## src/hw/rtl/cst_pkg.sv

```systemverilog
`timescale 1ns / 1ps
// Shared types, codes and character helpers for the C subset tokeniser.
// Used by cst_lexer, cst_result_fifo, c_subset_tokenizer and the testbench.
package cst_pkg;

  // default widths
  localparam int unsigned POSITION_BITS_DEF = 32;
  localparam int unsigned LENGTH_BITS_DEF   = 16;

  localparam int unsigned BYTE_W = 8;
  localparam int unsigned KIND_W = 4;
  localparam int unsigned STAT_W = 2;
  localparam int unsigned WIN_W  = 48;

  // token kinds
  localparam logic [KIND_W-1:0] KIND_IDENT  = 4'd0;
  localparam logic [KIND_W-1:0] KIND_INT    = 4'd1;
  localparam logic [KIND_W-1:0] KIND_VOID   = 4'd2;
  localparam logic [KIND_W-1:0] KIND_RETURN = 4'd3;
  localparam logic [KIND_W-1:0] KIND_CONST  = 4'd4;
  localparam logic [KIND_W-1:0] KIND_LPAREN = 4'd5;
  localparam logic [KIND_W-1:0] KIND_RPAREN = 4'd6;
  localparam logic [KIND_W-1:0] KIND_LBRACE = 4'd7;
  localparam logic [KIND_W-1:0] KIND_RBRACE = 4'd8;
  localparam logic [KIND_W-1:0] KIND_SEMI   = 4'd9;
  localparam logic [KIND_W-1:0] KIND_END    = 4'd10;

  // status codes
  localparam logic [STAT_W-1:0] ST_OK          = 2'd0;
  localparam logic [STAT_W-1:0] ST_LETTER_AFTER_CONST = 2'd1;
  localparam logic [STAT_W-1:0] ST_UNEXPECTED  = 2'd2;

  // characters
  localparam logic [BYTE_W-1:0] CH_NUL    = 8'h00;
  localparam logic [BYTE_W-1:0] CH_SPACE  = 8'h20;
  localparam logic [BYTE_W-1:0] CH_TAB    = 8'h09;
  localparam logic [BYTE_W-1:0] CH_CR     = 8'h0D;
  localparam logic [BYTE_W-1:0] CH_LPAREN = 8'h28;
  localparam logic [BYTE_W-1:0] CH_RPAREN = 8'h29;
  localparam logic [BYTE_W-1:0] CH_LBRACE = 8'h7B;
  localparam logic [BYTE_W-1:0] CH_RBRACE = 8'h7D;
  localparam logic [BYTE_W-1:0] CH_SEMI   = 8'h3B;
  localparam logic [BYTE_W-1:0] CH_UNDER  = 8'h5F;

  // keyword spellings, last byte lowest
  localparam logic [23:0] KW_INT    = 24'h696E74;
  localparam logic [31:0] KW_VOID   = 32'h766F6964;
  localparam logic [47:0] KW_RETURN = 48'h72657475726E;

  // result queue
  localparam int unsigned FIFO_DEPTH = 4;
  localparam int unsigned FIFO_PTR_W = $clog2(FIFO_DEPTH);
  localparam int unsigned FIFO_CNT_W = FIFO_PTR_W + 1;

  // scanner state, one-hot
  typedef enum logic [3:0] {
    MODE_IDLE  = 4'b0001,
    MODE_IDENT = 4'b0010,
    MODE_CONST = 4'b0100,
    MODE_DROP  = 4'b1000
  } scan_mode_e;

  // low part of every queued result
  typedef struct packed {
    logic              last;
    logic [STAT_W-1:0] status;
    logic [KIND_W-1:0] kind;
  } res_meta_t;

  localparam int unsigned META_W = $bits(res_meta_t);

  function automatic logic is_letter(input logic [BYTE_W-1:0] b);
    return (b >= 8'h61 && b <= 8'h7A) || (b >= 8'h41 && b <= 8'h5A) || b == CH_UNDER;
  endfunction

  function automatic logic is_digit(input logic [BYTE_W-1:0] b);
    return b >= 8'h30 && b <= 8'h39;
  endfunction

  function automatic logic is_space(input logic [BYTE_W-1:0] b);
    return b == CH_SPACE || (b >= CH_TAB && b <= CH_CR);
  endfunction

  // punctuator kind, KIND_IDENT when the byte is none
  function automatic logic [KIND_W-1:0] punct_kind(input logic [BYTE_W-1:0] b);
    logic [KIND_W-1:0] k;
    k = KIND_IDENT;
    if (b == CH_LPAREN) k = KIND_LPAREN;
    if (b == CH_RPAREN) k = KIND_RPAREN;
    if (b == CH_LBRACE) k = KIND_LBRACE;
    if (b == CH_RBRACE) k = KIND_RBRACE;
    if (b == CH_SEMI)   k = KIND_SEMI;
    return k;
  endfunction

endpackage

```

## src/hw/rtl/cst_lexer.sv

```systemverilog
`timescale 1ns / 1ps
// Scanner core: input byte register, scan state and the per-byte token step.
// Depends on cst_pkg.
module cst_lexer #(
  parameter int unsigned POSITION_BITS = cst_pkg::POSITION_BITS_DEF,
  parameter int unsigned LENGTH_BITS   = cst_pkg::LENGTH_BITS_DEF,
  parameter int unsigned RES_W = cst_pkg::META_W + POSITION_BITS + LENGTH_BITS
) (
  input  logic                      clk_i,
  input  logic                      rst_ni,
  input  logic                      in_valid_i,
  output logic                      in_ready_o,
  input  logic [cst_pkg::BYTE_W-1:0] in_byte_i,
  input  logic                      room_i,     // queue can take two results
  output logic                      push0_o,
  output logic                      push1_o,
  output logic [RES_W-1:0]          res0_o,
  output logic [RES_W-1:0]          res1_o
);
  import cst_pkg::*;

  logic                     valid_q, valid_d;
  logic [BYTE_W-1:0]        byte_q;
  scan_mode_e               mode_q, mode_d;
  logic [POSITION_BITS-1:0] pos_q, pos_d, start_q, start_d, pos_inc;
  logic [LENGTH_BITS-1:0]   len_q, len_d, len_grow;
  logic [WIN_W-1:0]         win_q, win_d;
  logic                     fire;

  logic                     is_let, is_dig, cont;
  logic [KIND_W-1:0]        pkind, id_kind;
  logic                     flush_v, own_v;
  logic [KIND_W-1:0]        flush_kind, own_kind;
  logic [STAT_W-1:0]        own_status;
  logic [LENGTH_BITS-1:0]   own_len;
  res_meta_t                flush_meta, own_meta;

  assign fire       = valid_q && room_i;
  assign in_ready_o = !valid_q || room_i;

  always_comb begin
    valid_d = valid_q;
    if (in_valid_i && in_ready_o) begin
      valid_d = 1'b1;
    end else if (fire) begin
      valid_d = 1'b0;
    end
  end

  assign is_let   = is_letter(byte_q);
  assign is_dig   = is_digit(byte_q);
  assign pkind    = punct_kind(byte_q);
  assign pos_inc  = pos_q + POSITION_BITS'(1);
  assign len_grow = (len_q == '1) ? len_q : len_q + LENGTH_BITS'(1);

  always_comb begin
    id_kind = KIND_IDENT;
    if (len_q == LENGTH_BITS'(3) && win_q[23:0] == KW_INT) begin
      id_kind = KIND_INT;
    end else if (len_q == LENGTH_BITS'(4) && win_q[31:0] == KW_VOID) begin
      id_kind = KIND_VOID;
    end else if (len_q == LENGTH_BITS'(6) && win_q == KW_RETURN) begin
      id_kind = KIND_RETURN;
    end
  end

  // one byte: optional finished token, then the byte's own result
  always_comb begin
    mode_d     = mode_q;
    pos_d      = pos_q;
    start_d    = start_q;
    len_d      = len_q;
    win_d      = win_q;
    flush_v    = 1'b0;
    flush_kind = KIND_IDENT;
    own_v      = 1'b0;
    own_kind   = KIND_IDENT;
    own_status = ST_OK;
    own_len    = '0;
    cont       = 1'b1;
    unique case (mode_q)
      MODE_DROP: begin
        cont = 1'b0;
        if (byte_q == CH_NUL) begin
          mode_d = MODE_IDLE;
          pos_d  = '0;
        end else begin
          pos_d = pos_inc;
        end
      end
      MODE_IDENT: begin
        if (is_let || is_dig) begin
          cont  = 1'b0;
          len_d = len_grow;
          win_d = {win_q[WIN_W-BYTE_W-1:0], byte_q};
          pos_d = pos_inc;
        end else begin
          flush_v    = 1'b1;
          flush_kind = id_kind;
          mode_d     = MODE_IDLE;
        end
      end
      MODE_CONST: begin
        if (is_dig) begin
          cont  = 1'b0;
          len_d = len_grow;
          pos_d = pos_inc;
        end else if (is_let) begin
          // constant dropped, only the error goes out
          cont       = 1'b0;
          own_v      = 1'b1;
          own_status = ST_LETTER_AFTER_CONST;
          mode_d     = MODE_DROP;
          pos_d      = pos_inc;
        end else begin
          flush_v    = 1'b1;
          flush_kind = KIND_CONST;
          mode_d     = MODE_IDLE;
        end
      end
      MODE_IDLE: begin
        cont = 1'b1;
      end
      default: begin
        mode_d = MODE_IDLE;
      end
    endcase

    if (cont) begin
      pos_d = pos_inc;
      priority if (byte_q == CH_NUL) begin
        own_v    = 1'b1;
        own_kind = KIND_END;
        pos_d    = '0;
      end else if (is_space(byte_q)) begin
        pos_d = pos_inc;
      end else if (is_let) begin
        mode_d  = MODE_IDENT;
        start_d = pos_q;
        len_d   = LENGTH_BITS'(1);
        win_d   = WIN_W'(byte_q);
      end else if (is_dig) begin
        mode_d  = MODE_CONST;
        start_d = pos_q;
        len_d   = LENGTH_BITS'(1);
      end else if (pkind != KIND_IDENT) begin
        own_v    = 1'b1;
        own_kind = pkind;
        own_len  = LENGTH_BITS'(1);
      end else begin
        own_v      = 1'b1;
        own_status = ST_UNEXPECTED;
        mode_d     = MODE_DROP;
      end
    end
  end

  assign flush_meta = '{last: !own_v, status: ST_OK, kind: flush_kind};
  assign own_meta   = '{last: 1'b1, status: own_status, kind: own_kind};

  always_comb begin
    if (flush_v) begin
      res0_o = {len_q, start_q, flush_meta};
    end else begin
      res0_o = {own_len, pos_q, own_meta};
    end
  end
  assign res1_o  = {own_len, pos_q, own_meta};
  assign push0_o = fire && (flush_v || own_v);
  assign push1_o = fire && flush_v && own_v;

  always_ff @(posedge clk_i) begin
    if (in_valid_i && in_ready_o) begin
      byte_q <= in_byte_i;
    end
  end

  always_ff @(posedge clk_i or negedge rst_ni) begin
    if (!rst_ni) begin
      valid_q <= 1'b0;
      mode_q  <= MODE_IDLE;
      pos_q   <= '0;
      start_q <= '0;
      len_q   <= '0;
      win_q   <= '0;
    end else begin
      valid_q <= valid_d;
      if (fire) begin
        mode_q  <= mode_d;
        pos_q   <= pos_d;
        start_q <= start_d;
        len_q   <= len_d;
        win_q   <= win_d;
      end
    end
  end

  a_err_drops: assert property (@(posedge clk_i) disable iff (!rst_ni)
    fire && own_v && own_status != ST_OK |=> mode_q == MODE_DROP)
    else $error("error result without drop mode");
  a_nul_rewinds: assert property (@(posedge clk_i) disable iff (!rst_ni)
    fire && byte_q == CH_NUL |=> pos_q == '0 && mode_q == MODE_IDLE)
    else $error("zero byte did not rewind position");
  a_ident_len: assert property (@(posedge clk_i) disable iff (!rst_ni)
    (mode_q == MODE_IDENT || mode_q == MODE_CONST) |-> len_q != '0)
    else $error("open token with zero length");

endmodule

```

## src/hw/rtl/cst_result_fifo.sv

```systemverilog
`timescale 1ns / 1ps
// Small result queue taking up to two results per cycle, giving one.
// Depends on cst_pkg.
module cst_result_fifo #(
  parameter int unsigned W = cst_pkg::META_W + cst_pkg::POSITION_BITS_DEF
                           + cst_pkg::LENGTH_BITS_DEF
) (
  input  logic         clk_i,
  input  logic         rst_ni,
  input  logic         push0_i,
  input  logic         push1_i,
  input  logic [W-1:0] data0_i,
  input  logic [W-1:0] data1_i,
  output logic         room_o,
  output logic         out_valid_o,
  input  logic         out_ready_i,
  output logic [W-1:0] out_data_o
);
  import cst_pkg::*;

  logic [W-1:0]          mem_q [FIFO_DEPTH];
  logic [FIFO_PTR_W-1:0] wr_q, wr_d, wr_nxt, rd_q, rd_d;
  logic [FIFO_CNT_W-1:0] cnt_q, cnt_d;
  logic                  pop;

  assign wr_nxt      = wr_q + FIFO_PTR_W'(1);
  assign out_valid_o = cnt_q != '0;
  assign out_data_o  = mem_q[rd_q];
  assign pop         = out_valid_o && out_ready_i;
  assign room_o      = cnt_q <= FIFO_CNT_W'(FIFO_DEPTH - 2);

  always_comb begin
    wr_d  = wr_q + FIFO_PTR_W'(push0_i) + FIFO_PTR_W'(push1_i);
    rd_d  = rd_q + FIFO_PTR_W'(pop);
    cnt_d = cnt_q + FIFO_CNT_W'(push0_i) + FIFO_CNT_W'(push1_i) - FIFO_CNT_W'(pop);
  end

  always_ff @(posedge clk_i) begin
    if (push0_i) begin
      mem_q[wr_q] <= data0_i;
    end
    if (push1_i) begin
      mem_q[wr_nxt] <= data1_i;
    end
  end

  always_ff @(posedge clk_i or negedge rst_ni) begin
    if (!rst_ni) begin
      wr_q  <= '0;
      rd_q  <= '0;
      cnt_q <= '0;
    end else begin
      wr_q  <= wr_d;
      rd_q  <= rd_d;
      cnt_q <= cnt_d;
    end
  end

  a_no_overflow: assert property (@(posedge clk_i) disable iff (!rst_ni)
    push0_i |-> cnt_q <= FIFO_CNT_W'(FIFO_DEPTH - 2))
    else $error("push into full queue");
  a_pair_order: assert property (@(posedge clk_i) disable iff (!rst_ni)
    push1_i |-> push0_i)
    else $error("second result without first");
  a_cnt_bound: assert property (@(posedge clk_i) disable iff (!rst_ni)
    cnt_q <= FIFO_CNT_W'(FIFO_DEPTH))
    else $error("queue count out of range");

endmodule

```

## src/hw/rtl/c_subset_tokenizer.sv

```systemverilog
`timescale 1ns / 1ps
// C subset tokeniser, top level. Byte stream in, token stream out.
// Depends on cst_pkg, cst_lexer and cst_result_fifo.
//
// Source bytes arrive one per request on the slave stream; a zero byte ends the
// source and rewinds the byte offset to zero. Whitespace is skipped; identifiers
// (with int, void and return promoted to keywords), decimal constants and the
// punctuators ( ) { } ; come out as requests of kind, status, start offset and
// length. Identifiers and constants are reported when the byte that ends them
// arrives, so one byte can give two results; tlast marks the final result of
// each byte. A letter straight after a constant, or any other unknown byte,
// gives an error result and everything up to the next zero byte is discarded
// silently. Lengths saturate at 2^LENGTH_BITS-1; offsets wrap.
// Timing: one byte accepted per cycle, sustained, as long as the output keeps
// up; a result passes the input register and then a four-entry result queue
// that also serves as the output register before it is valid on the output.
// A byte producing two results gives them out one after the other, and the
// queue absorbs short bursts of these before tready drops.
module c_subset_tokenizer #(
  parameter int unsigned POSITION_BITS = cst_pkg::POSITION_BITS_DEF,
  parameter int unsigned LENGTH_BITS   = cst_pkg::LENGTH_BITS_DEF,
  parameter int unsigned DATA_W = ((POSITION_BITS + LENGTH_BITS + 7) / 8) * 8
) (
  input  logic              clk_i,
  input  logic              rst_ni,
  // byte stream in
  input  logic              s_axis_tvalid_i,
  output logic              s_axis_tready_o,
  input  logic [7:0]        s_axis_tdata_i,   // [7:0] source_byte
  // token stream out
  output logic              m_axis_tvalid_o,
  input  logic              m_axis_tready_i,
  output logic [DATA_W-1:0] m_axis_tdata_o,   // start_position, token_length, zero pad
  output logic [5:0]        m_axis_tuser_o,   // [3:0] token_kind, [5:4] status
  output logic              m_axis_tlast_o    // last result of this byte
);
  import cst_pkg::*;

  localparam int unsigned RES_W = META_W + POSITION_BITS + LENGTH_BITS;

  logic             room, push0, push1;
  logic [RES_W-1:0] res0, res1, head;
  res_meta_t        head_meta;

  cst_lexer #(
    .POSITION_BITS(POSITION_BITS),
    .LENGTH_BITS  (LENGTH_BITS),
    .RES_W        (RES_W)
  ) u_lexer (
    .clk_i     (clk_i),
    .rst_ni    (rst_ni),
    .in_valid_i(s_axis_tvalid_i),
    .in_ready_o(s_axis_tready_o),
    .in_byte_i (s_axis_tdata_i),
    .room_i    (room),
    .push0_o   (push0),
    .push1_o   (push1),
    .res0_o    (res0),
    .res1_o    (res1)
  );

  cst_result_fifo #(
    .W(RES_W)
  ) u_fifo (
    .clk_i      (clk_i),
    .rst_ni     (rst_ni),
    .push0_i    (push0),
    .push1_i    (push1),
    .data0_i    (res0),
    .data1_i    (res1),
    .room_o     (room),
    .out_valid_o(m_axis_tvalid_o),
    .out_ready_i(m_axis_tready_i),
    .out_data_o (head)
  );

  // queued word is {length, start, meta}
  assign head_meta      = res_meta_t'(head[META_W-1:0]);
  assign m_axis_tuser_o = {head_meta.status, head_meta.kind};
  assign m_axis_tlast_o = head_meta.last;
  assign m_axis_tdata_o = DATA_W'(head[RES_W-1:META_W]);

endmodule

```

## config.mk

```make
export PLATFORM = sky130hd
export DESIGN_NAME = c_subset_tokenizer
export DESIGN_NICKNAME = d
export VERILOG_FILES = /design/src/hw/rtl/cst_pkg.sv /design/src/hw/rtl/cst_lexer.sv /design/src/hw/rtl/cst_result_fifo.sv /design/src/hw/rtl/c_subset_tokenizer.sv
export SDC_FILE = /design/constraint.sdc
export NUM_CORES = 1
export LEC_CHECK = 0
export CELL_PAD_IN_SITES_DETAIL_PLACEMENT = 1
export CELL_PAD_IN_SITES_GLOBAL_PLACEMENT = 2
export CORE_MARGIN = 4
export CORE_UTILIZATION = 50
export DETAILED_ROUTE_END_ITERATION = 6
export DONT_BUFFER_PORTS = 1
export PLACE_DENSITY = 0.86
export SKIP_LAST_GASP = 1
export SYNTH_ARGS = -nofsm -noshare
export SYNTH_HDL_FRONTEND = slang
export SYNTH_HIERARCHICAL = 1
export SYNTH_SLANG_ARGS = --single-unit
export TNS_END_PERCENT = 1
```

## constraint.sdc

```tcl
create_clock -name clk_i -period 12 [get_ports clk_i]
set_input_delay 3 -clock clk_i [delete_from_list [all_inputs] [get_ports clk_i]]
set_output_delay 3 -clock clk_i [all_outputs]
set_load 0.03 [all_outputs]
```

* After elaboration in Yosys (flattened, before gate mapping)
Memories as Yosys holds them, arrays and structs flattened. Cells that the tools add are included.
Word-level totals: bits in latches 0, register bits after elaboration 148, memories kept 1, word-level logic and storage cells 167, output and inout bits 57, bits in read-only memories 0, RAM bits 220
Memory list:
- u_fifo.mem_q | words 4, width 55, read ports 1, clocked after Yosys merged registers in 0, write ports 2, line cst_result_fifo.sv:21 | logic [W-1:0] mem_q [FIFO_DEPTH];
Cells by class: reduce and logical (&&, ||, !) cells 29, $lt $le $gt $ge 9, divide/modulo/power cells 0, multiplexer cells 87, shift operators 0, bitwise operators 2, multipliers 0, eq/ne operators 20, $add $sub $neg 9
Operators with widths (number):
- 48-bit 2-to-1 mux | 6
- 32-bit 2-to-1 mux | 7
- 16-bit 2-to-1 mux | 13
- 32-bit case mux with 3 select lines | 1
- 4-bit 2-to-1 mux | 22
- 55-bit 2-to-1 mux | 1
- 48-bit by 47-bit equality test with 1-bit output, second input constant | 1
- 32-bit by 1-bit adder with 32-bit output, second input constant | 1
- 16-bit by 3-bit equality test with 1-bit output, second input constant | 2
- 32-bit by 31-bit equality test with 1-bit output, second input constant | 1
- 8-bit by 6-bit equality test with 1-bit output, second input constant | 4
- 16-bit case mux with 2 select lines | 1
- 24-bit by 23-bit equality test with 1-bit output, second input constant | 1
- 8-bit by 7-bit equality test with 1-bit output, second input constant | 3
- 1-bit 2-to-1 mux | 19
- 2-bit 2-to-1 mux | 9
- 16-bit by 1-bit adder with 16-bit output, second input constant | 1
- 16-bit equality test, second input constant | 1
- 16-bit by 2-bit equality test with 1-bit output, second input constant | 1
- 8-bit by 7-bit greater-or-equal comparator with 1-bit output, second input constant | 2
- 8-bit by 7-bit <= comparator with 1-bit output, second input constant | 2
- 4-bit case mux with 4 select lines | 1
- 1-bit logical AND | 13
- 3-bit 2-to-1 mux | 4
- 27 further kinds | 39

* Depth between registers and ports, before layout
Gate-level depths: netlist (run 1).
depth in word-level cells 17, mapped depth 13

* Hierarchy
Netlist (run 1), hierarchy kept.
Modules (own cells, without submodules):
- cst_result_fifo | area each 11025.6 µm², sequential area each 6781.5 µm², times used 1, cells each 568
- cst_lexer | area each 7423.4 µm², sequential area each 3569.7 µm², times used 1, cells each 776

* Least setup slack after synthesis (run 1)
No wires, ideal clock.
path kind register -> register, start point register u_lexer.byte_q[3], end point memory u_fifo/mem_q[2][0] (netlist bit) (enable), cell stages (with the launch flop) 10, buffers on the path 2, path slack 5309 ps, period minus slack after synthesis 6691 ps, data arrival time 6147 ps, cells stage by stage edfxtp_1 -> buf_2 -> or4_4 -> nor2_4 -> o31a_1 -> nand2_1 -> clkbuf_1 -> a31oi_1 -> nand2_1 -> o21ai_0
RTL lines:
- start: declaration | line cst_lexer.sv:23 | logic [BYTE_W-1:0] byte_q;
- start signal: assignment | line cst_lexer.sv:174 | byte_q <= in_byte_i;
- end: declaration | line cst_result_fifo.sv:21

* Worst setup path in the final report (run 1)
start point register u_fifo.rd_q[0], end point output m_axis_tuser_o[1]
Between the ends: word-level cells in the longest chain between the ends 1
Ends and longest elaborated chain:
- start: declaration | line cst_result_fifo.sv:22 | logic [FIFO_PTR_W-1:0] wr_q, wr_d, wr_nxt, rd_q, rd_d;
- start signal: assignment | line cst_result_fifo.sv:54 | rd_q <= rd_d;
- memory 4 x 55 bit
- end: declaration | line c_subset_tokenizer.sv:34 | output logic [5:0] m_axis_tuser_o,
Every way passes these cells.

==> flow_summary.rst, run 1 <==
.. list-table::
   :header-rows: 1

   * - Metric
     - Value
   * - GRT Util Overall
     - 23.0%
   * - Post-synthesis instance area
     - 0.0184 mm2
   * - Run status
     - finished clean
   * - Multi-input logic area
     - 0.00754 mm2
   * - Total wire length after detailed routing
     - 45.4 mm
   * - Area of the core
     - 0.0365 mm2
   * - Effective utilization at floorplan
     - 50.5%
   * - Worst relative slew slack
     - 28.7%
   * - Count of input and output buffers
     - 0
   * - Area added between synthesis and finish
     - 8.39%
   * - Top Ports
     - 69
   * - Initial DRC count
     - 870
   * - Layout cells sized above 1
     - 25.5%
   * - Floorplan die width
     - 200 um
   * - Max-slew violations
     - 0
   * - Buffer depth of the longest clock path
     - 3
   * - Post-synthesis sequential area ratio
     - 56.1%
   * - Routability congestion estimate from global placement
     - 0.855
   * - Max Fclk
     - 175 MHz
   * - IR Drop Worst-Case VDD
     - 0.157 mV
   * - Final sum of negative setup slack
     - 0 ps
   * - Hold Slack
     - 493 ps
   * - Top cells by count, synth
     - edfxtp_1, mux2_2, nand2_1
   * - Top area cells in the synthesized netlist
     - edfxtp_1, dfrtp_1, mux2_2
   * - Number of CTS-inserted buffers
     - 41
   * - Via-to-Cell Ratio
     - 6.13
   * - Area occupied by registers
     - 0.0104 mm2
   * - Leading register cell type out of synthesis
     - edfxtp_1
   * - Critical Path Source Type
     - flip-flop
   * - Pwr dens
     - 209 mW/mm2
   * - Clock insertion delay at the later pin of the skew report
     - 570 ps
   * - Most repeated cell in the gate-level netlist after synthesis
     - edfxtp_1
   * - Worst Setup Slack post-DPL
     - 6770 ps
   * - Share of async-settable or async-resettable flops after synthesis
     - 38.0%
   * - Number of global-route vias before repair
     - 11.8k
   * - Leakage dissipation
     - 0.00801 uW
   * - Global-route wire length before repair
     - 71.2 mm
   * - Core Util, Final
     - 54.8%
   * - Congestion Overflow GR
     - 0
   * - Final critical-path share of the clock period
     - 47.5%
   * - Area share of the largest cell type after synthesis
     - 37.1%
   * - Synthesized area per cell
     - 13.7 um2
   * - RSZ-0062 raised after global routing
     - false
   * - Total of warnings raised by yosys
     - 6
   * - Leading area contributor after synthesis
     - edfxtp_1
   * - Height of the die
     - 200 um
   * - Reg clk slew, reported paths
     - 60 ps
   * - Total number of vias
     - 11.2k
   * - Post-detail-place hpwl
     - 28.1 mm
   * - Library cells used by synthesis
     - 75
   * - Clock skew after layout
     - 21.8 ps
   * - Post-cts hold buffer count
     - 0
   * - Number of nets at the end of the flow
     - 1343
   * - Resized cells post-CTS
     - 0
   * - Min-delay worst type
     - reg -> reg
   * - Inserted Diodes
     - 0
   * - DRC
     - 0
   * - Number of filler cells placed in the layout
     - 3551
   * - Number of violations of the max-capacitance limit
     - 0
   * - Count of flip-flops with a built-in enable after synthesis
     - 228
   * - Clock root cell
     - clkbuf_16
   * - Setup bufs post-CTS
     - 0
   * - Largest net degree at the start of global routing
     - 141
   * - Post-route minimum period
     - 5700 ps
   * - Measured slew at the worst slew-check pin
     - 1060 ps
   * - Critical path start-end classification
     - reg -> out
   * - Die ar.
     - 0.0400 mm2
   * - Num Clock Sinks
     - 368
   * - Final Hold Viols
     - 0
   * - Number of flip-flops and latches in the synthesized netlist
     - 368
   * - Total number of H-tree levels
     - 2
   * - Pre-Repair DR Iteration Count
     - 4
   * - Data arrival at the endpoint of the critical path
     - 2700 ps
   * - Kind of capture point of the worst setup path
     - output pin
   * - Worst-path fanout max
     - 33
   * - Instance count of the mapped netlist
     - 1344
   * - Final setup vio count
     - 0
   * - ANT nets after route
     - 0
   * - TritonCTS clock tree
     - yes
   * - Post-route setup slack
     - 6300 ps
   * - Critical path data required time
     - 9000 ps
   * - Row cnt
     - 70
   * - Initial antenna violation count
     - 0
   * - Wire length per cell
     - 24.9 um
==> layer usage <==
layer  share of wire (%)  GRT usage (%)  wire length (um)  up-vias
met5                   0              0                 0        -
met4                 1.6           4.60               705        0
met3                 4.7           3.94              2150       53
met2                  49           37.5             22100      262
met1                  45           33.0             20500     5840
li1                    -              -                 -     5011
==> cells by family (layout without fill, tap and decap cells) <==
kind of cell	count (synthesis)	count (layout)	synth area share (%)
compound gates	129	129	5.13
xor+xnor	29	29	1.38
fa+ha+maj	10	10	0.800
buf+inv	112	108	3.64
flops	368	368	56.1
mux	317	317	22.7
other cells	2	16	0.0407
simple gates	377	377	10.2
==> cell type report <==
class | count | share of cell area (%)
Tap cell | 468 | 2.93
Multi-Input combinational cell | 878 | 37.7
Clock inverter | 15 | 0.551
Inverter | 14 | 0.263
Timing Repair Buffer | 18 | 0.676
Clock buffer | 61 | 6.07
Sequential cell | 368 | 51.8
==> critical path, stage by stage, from the launching register on <==
cell and delay, ps:
dfrtp_4 750, buf_4 610, mux4_2 720
==> metrics by stage <==
stage | cells | area, um2 | power, uW
floorplan | 1358 | 18500 | 2700
CTS | 1822 | 20000 | 4230
global placement | 1746 | 18700 | 2950
global route | 1822 | 20000 | 4370
detailed placement | 1746 | 18700 | 2990
finish | 1822 | 20000 | 4180
==> power breakdown <==
| part | internal (uW) | switching, uW |
|---|---|---|
| clock | 706 | 520 |
| combinational | 405 | 809 |
| sequential | 1580 | 162 |
==> worst paths after layout <==
check                      depth (start not counted)                       startpoint  slack [ps]                         endpoint
max reg2reg                                       10      u_lexer/byte_q[2]$_DFFE_PP_        6730    u_fifo/mem_q[0][48]$_DFFE_PP_
min reg2reg                                        1  u_lexer/start_q[27]$_DFFE_PN0P_         490  u_lexer/start_q[27]$_DFFE_PN0P_
max                                                2         u_fifo/rd_q[0]$_DFF_PN0_        6300                m_axis_tuser_o[1]
min in group asynchronous                          0                           rst_ni        2140   u_lexer/start_q[1]$_DFFE_PN0P_
max in group asynchronous                          0                           rst_ni        9410    u_lexer/win_q[38]$_DFFE_PN0P_
min                                                1  u_lexer/start_q[27]$_DFFE_PN0P_         490  u_lexer/start_q[27]$_DFFE_PN0P_
==> cells in the final DEF (no fill, tap or decap), types with 7 or more instances in the layout <==
cell / count
nor3_1: 21
or3_1: 11
nor2_1: 63
buf_4: 18
clkbuf_8: 7
xor2_1: 22
a22o_1: 42
a21oi_1: 17
mux2_1: 77
mux2_2: 183
and4_1: 9
mux4_2: 55
nor4_1: 8
nand4_1: 15
clkbuf_16: 43
nand2b_1: 7
inv_1: 14
ha_1: 7
nand3_1: 28
dfrtp_1: 137
and3_1: 22
conb_1: 16
edfxtp_1: 228
clkbuf_1: 11
a31oi_1: 9
o21ai_0: 23
nand2_1: 148
xnor2_1: 7
==> flip-flops by register name, summed over array words and instances (netlist names) <==
signal / cells
u_fifo/rd_q: 2
u_lexer/len_q: 16
u_lexer/start_q: 32
u_fifo/cnt_q: 3
u_lexer/win_q: 48
u_fifo/mem_q: 220
u_lexer/byte_q: 8
u_fifo/wr_q: 2
u_lexer/valid_q: 1
u_lexer/mode_q: 4
u_lexer/pos_q: 32
Note: power is estimated with default switching activity, not from simulation.
==> inputs of run 2 (changes only) <==
--- a/config.mk
+++ b/config.mk
@@ -8,10 +8,10 @@
 export CELL_PAD_IN_SITES_DETAIL_PLACEMENT = 1
 export CELL_PAD_IN_SITES_GLOBAL_PLACEMENT = 2
 export CORE_MARGIN = 4
-export CORE_UTILIZATION = 50
+export CORE_UTILIZATION = 46
 export DETAILED_ROUTE_END_ITERATION = 6
 export DONT_BUFFER_PORTS = 1
-export PLACE_DENSITY = 0.86
+export PLACE_DENSITY = 0.81
 export SKIP_LAST_GASP = 1
 export SYNTH_ARGS = -nofsm -noshare
 export SYNTH_HDL_FRONTEND = slang
==> constraint.sdc (replaced) <==
create_clock -name clk_i -period 5.27 [get_ports clk_i]
set_input_delay 1.3175 -clock clk_i [delete_from_list [all_inputs] [get_ports clk_i]]
set_output_delay 1.3175 -clock clk_i [all_outputs]
set_load 0.03 [all_outputs]
==> run 2 against run 1 <==
  * Total power increased by 130%
  * Routed wire length grew 1.6%
  * Via count down 0.38%
  * Highest routed layer unchanged
  * Sequential share of layout area shrank 0.29 points
  * Largest power group unchanged
  * Combinational power up 130%
  * Sequential cell count unchanged
  * Cell count rose by 3.5%
  * Global-route usage decreased by 1.7 points
  * Clock power rose by 120%
  * Sequential power grew 130%
==> flow_summary.rst, run 2 (synthesized netlist as in run 1, its figures left out) <==
.. list-table::
   :header-rows: 1

   * - Metric
     - Value
   * - Run status
     - finished clean
   * - Largest net degree at the start of global routing
     - 141
   * - Area of the core
     - 0.0397 mm2
   * - Global route hottest layer
     - met2
   * - Net switching fraction of the power
     - 36.4%
   * - Number of CTS-inserted buffers
     - 41
   * - Total number of vias
     - 11.1k
   * - Resized cells post-CTS
     - 0
   * - Die ar.
     - 0.0434 mm2
   * - Top Ports
     - 69
   * - Most common cell after layout, fill and taps aside
     - edfxtp_1
   * - Clock insertion delay at the later pin of the skew report
     - 570 ps
   * - Core Util, Final
     - 50.6%
   * - Post-cts hold buffer count
     - 0
   * - Top library cells by usage in the layout, fill and taps aside
     - edfxtp_1, mux2_2, nand2_1
   * - Global routing usage on met3
     - 4.22%
   * - Delay of the slowest cell on the worst path
     - 610 ps
   * - Post-route minimum period
     - 4090 ps
   * - RSZ-0062 raised after global routing
     - false
   * - Met1 usage
     - 29.4%
   * - Part of the power in registers
     - 42.3%
   * - Floorplan die width
     - 208 um
   * - Number of nets at the end of the flow
     - 1350
   * - Combinational Power Share
     - 29.5%
   * - Kind of capture point of the worst setup path
     - flip-flop
   * - GRT Util Overall
     - 21.3%
   * - Initial DRC count
     - 617
   * - DRC
     - 0
   * - Number of global-route vias before repair
     - 12.1k
   * - Slowest CP cell
     - edfxtp_1
   * - TritonCTS clock tree
     - yes
   * - ANT nets after route
     - 0
   * - Clock skew after layout
     - 11.4 ps
   * - Worst relative slew slack
     - 24.2%
   * - Measured slew at the worst slew-check pin
     - 1140 ps
   * - Critical Path, Cell by Cell
     - and4b_1 > nor3_1 > o31ai_4 > nor2_2 > nand2_1 > nor2_1 > nand3_4 > buf_4 > mux2_1
   * - Final critical-path share of the clock period
     - 77.7%
   * - Fraction of met2 tracks used by global routing
     - 35.4%
   * - Critical path start-end classification
     - reg -> reg
   * - Inserted Diodes
     - 0
   * - Global-route wire length before repair
     - 73.0 mm
   * - Final Hold Viols
     - 0
   * - Max-slew violations
     - 0
   * - Post-detail-place hpwl
     - 28.2 mm
   * - Largest register by flop count
     - u_fifo/mem_q
   * - Max Fclk
     - 244 MHz
   * - Pwr dens
     - 475 mW/mm2
   * - Effective utilization at floorplan
     - 46.4%
   * - Clock share of power
     - 28.2%
   * - Switching power of the nets
     - 3470 uW
   * - IR Drop Worst-Case VDD
     - 0.295 mV
   * - Setup slack of the worst register-to-register path
     - 1180 ps
   * - Routability congestion estimate from global placement
     - 0.860
   * - Endpoint of the most critical register-to-register path
     - u_fifo/mem_q[0][32]$_DFFE_PP_
   * - Number of violations of the max-capacitance limit
     - 0
   * - Congestion Overflow GR
     - 0
   * - Setup bufs post-CTS
     - 0
   * - Total wire length after detailed routing
     - 46.1 mm
   * - Number of cells on the worst reg-to-reg path
     - 9
   * - Total number of H-tree levels
     - 2
   * - Final sum of negative setup slack
     - 0 ps
   * - Min-delay worst type
     - in -> async
   * - Critical Path Source Type
     - flip-flop
   * - Row cnt
     - 73
   * - Buffer depth of the longest clock path
     - 3
   * - Count of input and output buffers
     - 0
   * - Internal Power
     - 6080 uW
   * - Final setup vio count
     - 0
   * - Height of the die
     - 208 um
   * - Buffer and inverter count on the worst path
     - 1
   * - Num Clock Sinks
     - 368
   * - Leakage dissipation
     - 0.00804 uW
   * - Worst-path fanout max
     - 36
   * - Source of the worst register-to-register timing path
     - u_lexer/byte_q[2]$_DFFE_PP_
   * - Via-to-Cell Ratio
     - 5.90
   * - Number of flip-flops in the largest register
     - 220
   * - Largest registers
     - u_fifo/mem_q x220, u_lexer/win_q x48
   * - Wire length per cell
     - 24.4 um
   * - Critical path data required time
     - 5570 ps
   * - Area added between synthesis and finish
     - 9.01%
   * - Number of filler cells placed in the layout
     - 3941
   * - Layout cells sized above 1
     - 25.6%
   * - Data arrival at the endpoint of the critical path
     - 4390 ps
   * - Hold Slack
     - 439 ps
   * - Pre-Repair DR Iteration Count
     - 5
   * - Reg clk slew, reported paths
     - 60 ps
   * - Critical path's top delay family
     - simple AND/OR/NAND/NOR gates
   * - Initial antenna violation count
     - 0
   * - Clock root cell
     - clkbuf_16
==> run 2: power by group through the flow <==
stage / clock (uW) / sequential (uW) / combinational, uW
6_report: 2690 / 4040 / 2820
5_1_grt: 2890 / 4110 / 3000
4_1_cts: 2760 / 4050 / 2870
3_5_place_dp: 0 / 4110 / 2850
3_3_place_gp: 0 / 4070 / 2790
2_1_floorplan: 0 / 3820 / 2330
==> run 2: worst reg2reg max path: stages (launching register included) <==
cell and delay [ps]:
edfxtp_1 610, and4b_1 320, nor3_1 470, o31ai_4 240
nor2_2 180, nand2_1 130, nor2_1 520, nand3_4 420
buf_4 470, mux2_1 460
==> run 2: layer usage <==
metal | vias to the layer above | wire length [um]
li1 | 5021 | -
met3 | 46 | 2340
met1 | 5835 | 20400
met4 | 0 | 635
met2 | 222 | 22700
met5 | - | 0
==> run 2: worst max-delay path by stage <==
stage	startpoint	endpoint	slack [ps]	depth (start not counted)
2_1_floorplan	u_lexer/byte_q[3]$_DFFE_PP_	u_fifo/mem_q[0][0]$_DFFE_PP_	-1420	9
3_3_place_gp	u_lexer/byte_q[2]$_DFFE_PP_	u_fifo/mem_q[1][51]$_DFFE_PP_	1420	9
3_5_place_dp	u_lexer/byte_q[2]$_DFFE_PP_	u_fifo/mem_q[0][32]$_DFFE_PP_	1180	9
4_1_cts	u_lexer/byte_q[2]$_DFFE_PP_	u_fifo/mem_q[0][32]$_DFFE_PP_	1170	9
5_1_grt	u_lexer/byte_q[2]$_DFFE_PP_	u_fifo/cnt_q[2]$_DFF_PN0_	850	12
6_report	u_lexer/byte_q[2]$_DFFE_PP_	u_fifo/mem_q[0][32]$_DFFE_PP_	1180	9
==> run 2: area by class of cell <==
type | count | area [um2] | area share [%]
Sequential cell | 368 | 10400 | 51.5
Inverter | 14 | 52.6 | 0.261
Clock buffer | 59 | 1140 | 5.69
Timing Repair Buffer | 25 | 250 | 1.24
Multi-Input combinational cell | 878 | 7540 | 37.5
Tap cell | 525 | 657 | 3.27
Clock inverter | 17 | 108 | 0.535
==> run 2: per-stage QoR <==
step | total power (uW) | instance area [um2] | setup WS (ps) | instances
after floorplan | 6150 | 18500 | -1420 | 1358
after global placement | 6870 | 18900 | 1420 | 1810
after detailed placement | 6960 | 18900 | 1180 | 1810
after CTS | 9680 | 20100 | 1170 | 1886
after global routing | 10000 | 20100 | 849 | 1886
final | 9550 | 20100 | 1180 | 1886
